`config.mk`:
```
export PLATFORM = sky130hd
export DESIGN_NAME = key_debounce_long_press
export DESIGN_NICKNAME = d
export VERILOG_FILES = /design/src/hw/rtl/kdlp_pkg.sv /design/src/hw/rtl/kdlp_lane.sv /design/src/hw/rtl/kdlp_merge.sv /design/src/hw/rtl/key_debounce_long_press.sv
export SDC_FILE = /design/constraint.sdc
export NUM_CORES = 1
export LEC_CHECK = 0
export ABC_AREA = 1
export BUFFER_PORTS_ARGS = -buffer_cell sky130_fd_sc_hd__buf_2
export CAP_MARGIN = 0
export CORE_MARGIN = 4
export CORE_UTILIZATION = 30
export CTS_BUF_LIST = sky130_fd_sc_hd__clkbuf_16
export CTS_CLUSTER_DIAMETER = 150
export DETAILED_ROUTE_END_ITERATION = 7
export PLACE_DENSITY_LB_ADDON = 0.05
export SYNTH_ARGS = -nofsm -noshare
export SYNTH_HDL_FRONTEND = slang
export SYNTH_SLANG_ARGS = --single-unit
```
`constraint.sdc`:
```
create_clock -name clk_i -period 3.5 [get_ports clk_i]
set_clock_uncertainty 0.05 [all_clocks]
set_input_delay 1.05 -clock clk_i [delete_from_list [all_inputs] [get_ports clk_i]]
set_output_delay 1.05 -clock clk_i [all_outputs]
set_load 0.02 [all_outputs]
```
`src/hw/rtl/kdlp_pkg.sv`:
```
// Package for the three-key debouncer with long-press detection.
// Holds the phase type, event codes, register indexes and the lane merge struct.
// No dependencies.
`timescale 1ns / 1ps

package kdlp_pkg;

  localparam int unsigned NumKeys = 3;
  localparam int unsigned KeyIdW  = 2;
  localparam int unsigned EventW  = 3;
  localparam int unsigned RegW    = 16;

  typedef enum logic [1:0] {
    PhIdle    = 2'd0,
    PhPress   = 2'd1,
    PhHold    = 2'd2,
    PhRelease = 2'd3
  } phase_e;

  localparam logic [EventW-1:0] EvNone = 3'd0;
  localparam logic [EventW-1:0] EvLong = 3'd4;

  localparam logic [KeyIdW-1:0] KeyOne = 2'd1;

  localparam logic CfgDebounce  = 1'b0;
  localparam logic CfgLongPress = 1'b1;

  localparam logic [RegW-1:0] DebounceReset  = 16'd20;
  localparam logic [RegW-1:0] LongPressReset = 16'd500;

  // What the merge stage found across the key lanes for one tick.
  typedef struct packed {
    logic              any_pressed;
    logic [KeyIdW-1:0] first_key;
    logic              active_pressed;
  } merge_t;

endpackage

```
`src/hw/rtl/kdlp_lane.sv`:
```
// One key lane: decodes the active-low pin level of a single key and tells
// whether this key is the one being served. Depends on kdlp_pkg.
`timescale 1ns / 1ps

module kdlp_lane
  import kdlp_pkg::*;
(
  input  logic              level_i,
  input  logic [KeyIdW-1:0] lane_id_i,
  input  logic [KeyIdW-1:0] active_key_i,
  output logic              pressed_o,
  output logic              active_o
);

  assign pressed_o = ~level_i;
  assign active_o  = (lane_id_i == active_key_i);

endmodule

```
`src/hw/rtl/kdlp_merge.sv`:
```
// Merge stage: combines the key lanes into the first pressed key in priority
// order and the pressed state of the served key. Depends on kdlp_pkg.
`timescale 1ns / 1ps

module kdlp_merge
  import kdlp_pkg::*;
(
  input  logic [NumKeys-1:0] pressed_i,
  input  logic [NumKeys-1:0] active_i,
  output merge_t             merge_o
);

  logic [KeyIdW-1:0] first_key;

  // Lowest key number wins, so scan from the highest lane down.
  always_comb begin
    first_key = '0;
    for (int k = NumKeys - 1; k >= 0; k--) begin
      if (pressed_i[k]) begin
        first_key = KeyIdW'(k + 1);
      end
    end
  end

  assign merge_o.any_pressed    = |pressed_i;
  assign merge_o.first_key      = first_key;
  assign merge_o.active_pressed = |(pressed_i & active_i);

endmodule

```
`src/hw/rtl/key_debounce_long_press.sv`:
```
// Top level of the three-key debouncer with long-press detection on key 1.
// Depends on kdlp_pkg, kdlp_lane and kdlp_merge.
`timescale 1ns / 1ps

// Each input transaction is one 1 ms tick carrying the active-low levels of three
// keys; each tick yields exactly one output transaction in the next cycle, holding
// the key event (0 none, 1..3 short press, 4 long press of key 1) and a busy flag.
// Input and output each move one tick per clock cycle unless the downstream side
// stalls: key decoding runs in three parallel lanes feeding a priority merge, and
// the phase machine with its saturating tick counter advances on each accepted tick.
// The output register frees as soon as the downstream side takes its transaction.
// Both timing registers must be written only while no tick is in flight.

module key_debounce_long_press
  import kdlp_pkg::*;
#(
  parameter int unsigned COUNT_BITS = 16
) (
  input  logic            clk_i,
  input  logic            rst_ni,
  // Configuration write port.
  input  logic            cfg_we_i,
  input  logic            cfg_idx_i,
  input  logic [RegW-1:0] cfg_data_i,
  // Tick input.
  input  logic            s_axis_tvalid,
  output logic            s_axis_tready,
  input  logic [7:0]      s_axis_tdata,  // [0] key_one_level, [1] key_two_level,
                                         // [2] key_three_level, [7:3] zero
  // Event output.
  output logic            m_axis_tvalid,
  input  logic            m_axis_tready,
  output logic [7:0]      m_axis_tdata   // [2:0] key_event, [3] busy_res, [7:4] zero
);

  localparam int unsigned CmpW = (COUNT_BITS > RegW) ? COUNT_BITS : RegW;

  logic [RegW-1:0]       debounce_q;
  logic [RegW-1:0]       long_press_q;
  phase_e                phase_q, phase_d;
  logic [KeyIdW-1:0]     key_q, key_d;
  logic [COUNT_BITS-1:0] cnt_q, cnt_d;
  logic                  long_q, long_d;
  logic                  m_valid_q;
  logic [EventW-1:0]     event_q;
  logic                  busy_q;
  logic [EventW-1:0]     event_d;

  logic [NumKeys-1:0]    lane_pressed;
  logic [NumKeys-1:0]    lane_active;
  merge_t                merge;
  logic                  s_fire;
  logic [COUNT_BITS-1:0] cnt_inc;
  logic                  cnt_sat;
  logic                  deb_hit;
  logic                  long_hit;
  logic                  key_one;
  logic                  drop_press;

  assign s_axis_tready = ~m_valid_q | m_axis_tready;
  assign s_fire        = s_axis_tvalid & s_axis_tready;

  for (genvar k = 0; k < NumKeys; k++) begin : g_lane
    kdlp_lane u_lane (
      .level_i      (s_axis_tdata[k]),
      .lane_id_i    (KeyIdW'(k + 1)),
      .active_key_i (key_q),
      .pressed_o    (lane_pressed[k]),
      .active_o     (lane_active[k])
    );
  end

  kdlp_merge u_merge (
    .pressed_i (lane_pressed),
    .active_i  (lane_active),
    .merge_o   (merge)
  );

  // Saturating increment; a saturated counter meets every threshold.
  assign cnt_sat    = &cnt_q;
  assign cnt_inc    = cnt_sat ? cnt_q : cnt_q + 1'b1;
  assign deb_hit    = (CmpW'(cnt_inc) >= CmpW'(debounce_q)) || (&cnt_inc);
  assign long_hit   = (CmpW'(cnt_inc) >= CmpW'(long_press_q)) || (&cnt_inc);
  assign key_one    = (key_q == KeyOne);
  assign drop_press = key_one & ~merge.active_pressed;

  // Next phase.
  always_comb begin
    case (phase_q)
      PhIdle:    phase_d = merge.any_pressed ? PhPress : PhIdle;
      PhPress: begin
        if (deb_hit) begin
          phase_d = drop_press ? PhIdle : PhHold;
        end else begin
          phase_d = PhPress;
        end
      end
      PhHold:    phase_d = merge.active_pressed ? PhHold : PhRelease;
      PhRelease: phase_d = deb_hit ? PhIdle : PhRelease;
      default:   phase_d = PhIdle;
    endcase
  end

  // Counter, served key, long mark and event.
  always_comb begin
    cnt_d   = cnt_q;
    key_d   = key_q;
    long_d  = long_q;
    event_d = EvNone;
    case (phase_q)
      PhIdle: begin
        if (merge.any_pressed) begin
          key_d = merge.first_key;
          cnt_d = '0;
        end
      end
      PhPress: begin
        cnt_d = cnt_inc;
        if (deb_hit && !drop_press) begin
          cnt_d  = '0;
          long_d = 1'b0;
        end
      end
      PhHold: begin
        if (merge.active_pressed) begin
          cnt_d = cnt_inc;
          if (key_one && long_hit) begin
            long_d = 1'b1;
          end
        end else begin
          cnt_d = '0;
        end
      end
      PhRelease: begin
        cnt_d = cnt_inc;
        if (deb_hit) begin
          event_d = (key_one && long_q) ? EvLong : EventW'(key_q);
          long_d  = 1'b0;
        end
      end
      default: begin
        cnt_d = cnt_q;
      end
    endcase
  end

  always_ff @(posedge clk_i or negedge rst_ni) begin
    if (!rst_ni) begin
      debounce_q   <= DebounceReset;
      long_press_q <= LongPressReset;
    end else if (cfg_we_i) begin
      case (cfg_idx_i)
        CfgDebounce:  debounce_q   <= cfg_data_i;
        CfgLongPress: long_press_q <= cfg_data_i;
        default:      debounce_q   <= debounce_q;
      endcase
    end
  end

  always_ff @(posedge clk_i or negedge rst_ni) begin
    if (!rst_ni) begin
      phase_q <= PhIdle;
      key_q   <= '0;
      cnt_q   <= '0;
      long_q  <= 1'b0;
    end else if (s_fire) begin
      phase_q <= phase_d;
      key_q   <= key_d;
      cnt_q   <= cnt_d;
      long_q  <= long_d;
    end
  end

  always_ff @(posedge clk_i or negedge rst_ni) begin
    if (!rst_ni) begin
      m_valid_q <= 1'b0;
    end else if (s_axis_tready) begin
      m_valid_q <= s_axis_tvalid;
    end
  end

  // Result payload carries no reset.
  always_ff @(posedge clk_i) begin
    if (s_fire) begin
      event_q <= event_d;
      busy_q  <= (phase_d != PhIdle);
    end
  end

  assign m_axis_tvalid = m_valid_q;
  assign m_axis_tdata  = {4'b0000, busy_q, event_q};

endmodule

```
==> qor.txt <==
CP required -> 3.73 ns
Final Non-Filler Cells -> 748
Count leader, synth -> nand2_1
CTS H-Tree Depth -> 3
Die area -> 15000 µm²
Via count -> 3321
Crit start category -> register
Largest net degree at the start of global routing -> 55
Storage cell area -> 1480 µm²
Ant. Diodes -> 0
MaxCap Viol Count -> 0
Synth Flop Type -> dfrtp_1
Routed Wire Length -> 9860 µm
Post-DP HPWL -> 7510 µm
Setup violators final -> 0
RSZ-0062 raised after global routing -> false
Worst hold margin -> 0.429 ns
Layout cells sized above 1 -> 16.3%
Top post-synthesis cells by area -> dfrtp_1, nand2_1, ha_1
Comb pwr share -> 19.6%
Syn Area/Cell -> 7.46 µm²
Critical Path Fanout Max -> 16
Area occupied by multi-input gates -> 2040 µm²
Gr ovfl total -> 0
Skew-Pair Late Insertion Delay -> 0.34 ns
Fin worst setup slack -> 0.337 ns
Hold Path Class -> reg2reg
1st-pass router iterations -> 4
Max Fclk -> 316 MHz
First-pass GRT wire length -> 16800 µm
Sink Count -> 58
Sw Ratio -> 30.2%
Avg WL per Cell -> 13.2 µm
Crit path capture type -> register
CTS tree -> yes
Post-synth ARST share -> 93.1%
# rows -> 41
Final hold viol count -> 0
Clock buffer depth -> 2
DP Cell Count -> 732
Die Wd -> 123 µm
Area Growth Syn to Fin -> 17.3%
Origin of the worst setup path -> cnt_q[0]
CP Data Arrival Time -> 3.39 ns
Clock share of power -> 41.2%
Starting density of the core -> 31.0%
Post-Layout Inst Area -> 4620 µm²
Min-delay src -> long_press_q[11]
Initial DRC Count -> 158
Distinct cells, synth -> 32
Leak -> 2.46 nW
Util after Layout -> 36.3%
Final period utilization -> 90.4%
Die Ht -> 123 µm
Fin. max-slew vios -> 0
Post-CTS sizing -> 0
# DRC -> 0
Tot GR Track Use -> 14.5%
Worst reg2reg startpoint -> cnt_q[0]
Pre-CTS WS -> 0.266 ns
Vias per inst -> 4.44
Crit path kind -> reg2reg
Status -> complete, no violations
Cts hold-fix bufs -> 0
Tightest Pin Transition -> 0.989 ns
Pwr Density -> 444 nW/µm²
Post-synthesis sequential area ratio -> 37.6%
Total power draw -> 2.05 mW
Fin nets -> 634
Fin crit period -> 3.16 ns
Internal power -> 1.43 mW
Sequential share of power -> 39.2%
Relative slew slack -> 33.9%
I/O Buffers -> 30
Post-synth top area cell -> dfrtp_1
Ys Warns -> 0
Std-Cell Core Area -> 12700 µm²
Fillers -> 1429
Most frequent cells after synthesis -> nand2_1, inv_1, dfrtp_1, o21ai_0, ha_1
Worst VDD drop -> 0.223 mV
Setup TNS -> 0 ns
Ports -> 40
EDFF count, synth -> 4
Post-Synthesis Cell Area -> 3940 µm²
Vias in the first global route -> 3312
Post CTS Setup Buffer Count -> 0
Clk pin slew, worst setup/hold paths -> 0.05 ns
Final ANT Viol Nets -> 0
Routability cong. -> 0.782
Total CTS buffers -> 9
Post-synth top area share -> 29.2%
CTS root buffer -> clkbuf_16
Post-Synthesis Cells -> 528
Switching power -> 0.619 mW
Number of antenna violations at the first check in global routing -> 0
Post-synthesis sequential element count -> 58
Post-Place Cell Area -> 4330 µm²
==> layer usage <==
layer,vias up,share of wire (%),GRT usage (%)
met5,-,0,0
met4,0,2.0,6.09
met1,1514,54,20.6
met2,35,42,21.5
met3,12,2.6,2.86
li1,1760,-,-
==> path summary, 6_finish.rpt <==
| path | end | depth (start not counted) | slack (ns) |
|---|---|---|---|
| worst max-delay path | cnt_q[2] | 22 | 0.34 |
| worst min-delay path | long_press_q[11] | 2 | 0.43 |
| worst max register to register | cnt_q[2] | 22 | 0.34 |
| worst min register to register | long_press_q[11] | 2 | 0.43 |
| max in group asynchronous | long_press_q[2] | 2 | 2.41 |
| min in group asynchronous | cnt_q[8] | 2 | 0.66 |
==> kinds of logic (layout without fill, tap and decap cells) <==
logic type / after synthesis / count (layout) / synth area share, %
adders and majority gates: 33 / 33 / 10.5
buffers and inverters: 104 / 149 / 11.1
DFF: 58 / 58 / 37.6
AOI/OAI and AO/OA: 75 / 75 / 10.1
other: 1 / 4 / 0.0952
and+or+nand+nor: 253 / 253 / 29.8
xor gates and xnor gates: 4 / 4 / 0.889
==> critical path: stages, from the launching register on <==
cell,delay (ns)
dfrtp_1,0.42
ha_1,0.24
inv_1,0.09
nor2_4,0.16
nand2_4,0.10
nor2_1,0.19
nand3_1,0.10
nand2_1,0.18
ha_1,0.28
a21oi_1,0.14
o21ai_0,0.10
nand2_1,0.07
nand2_1,0.05
nand2_1,0.05
nand2_1,0.04
a21oi_1,0.15
buf_4,0.17
nand2_4,0.06
nand2_4,0.07
nand2_4,0.07
nand2_8,0.15
nand3_1,0.10
nand2_1,0.06
==> power by group through the flow <==
stage / clock network (mW) / registers [mW] / logic (mW)
detailed placement: 0 / 0.814 / 0.403
floorplan: 0 / 0.804 / 0.286
global placement: 0 / 0.813 / 0.399
CTS: 0.868 / 0.804 / 0.407
global route: 0.900 / 0.814 / 0.466
finish: 0.844 / 0.804 / 0.402
==> cell type report <==
| cell class | instances | area share [%] |
|---|---|---|
| multi-input cells | 369 | 44.2 |
| flip-flops and latches | 58 | 32.1 |
| inverters | 89 | 7.23 |
| repair buffers | 44 | 5.79 |
| clock buffers | 9 | 4.87 |
| well taps | 172 | 4.66 |
| clock inverters | 7 | 1.16 |
==> state kept, by name, indices dropped and copies added (netlist names) <==
name	flops
key_q	2
long_press_q	16
event_q	3
debounce_q	16
phase_q	2
m_axis_tvalid	1
busy_q	1
cnt_q	16
long_q	1
==> cell usage in the layout, fill, tap and decap left out <==
master and count:
conb_1 4, xor2_1 3, o21ai_0 46, xnor2_1 1, clkinv_2 1, nand4_1 9, dfstp_2 8, nand2_8 1
a31oi_1 1, ha_1 33, o32a_1 1, inv_1 90, nand3_1 28, nor3_1 2, o21ai_1 3, clkinv_1 2
dfrtp_1 46, inv_2 2, buf_12 1, o21a_1 1, clkbuf_16 9, nor2_1 30, o21bai_1 5, nor2_2 3
a21oi_1 17, buf_4 13, edfxtp_1 4, buf_2 30, nand3_2 12, nor2_4 3, nand2_2 5, bufinv_16 1
nand2_4 5, nand2_1 155, o211ai_1 1
Power figures use the tool's default switching activity.
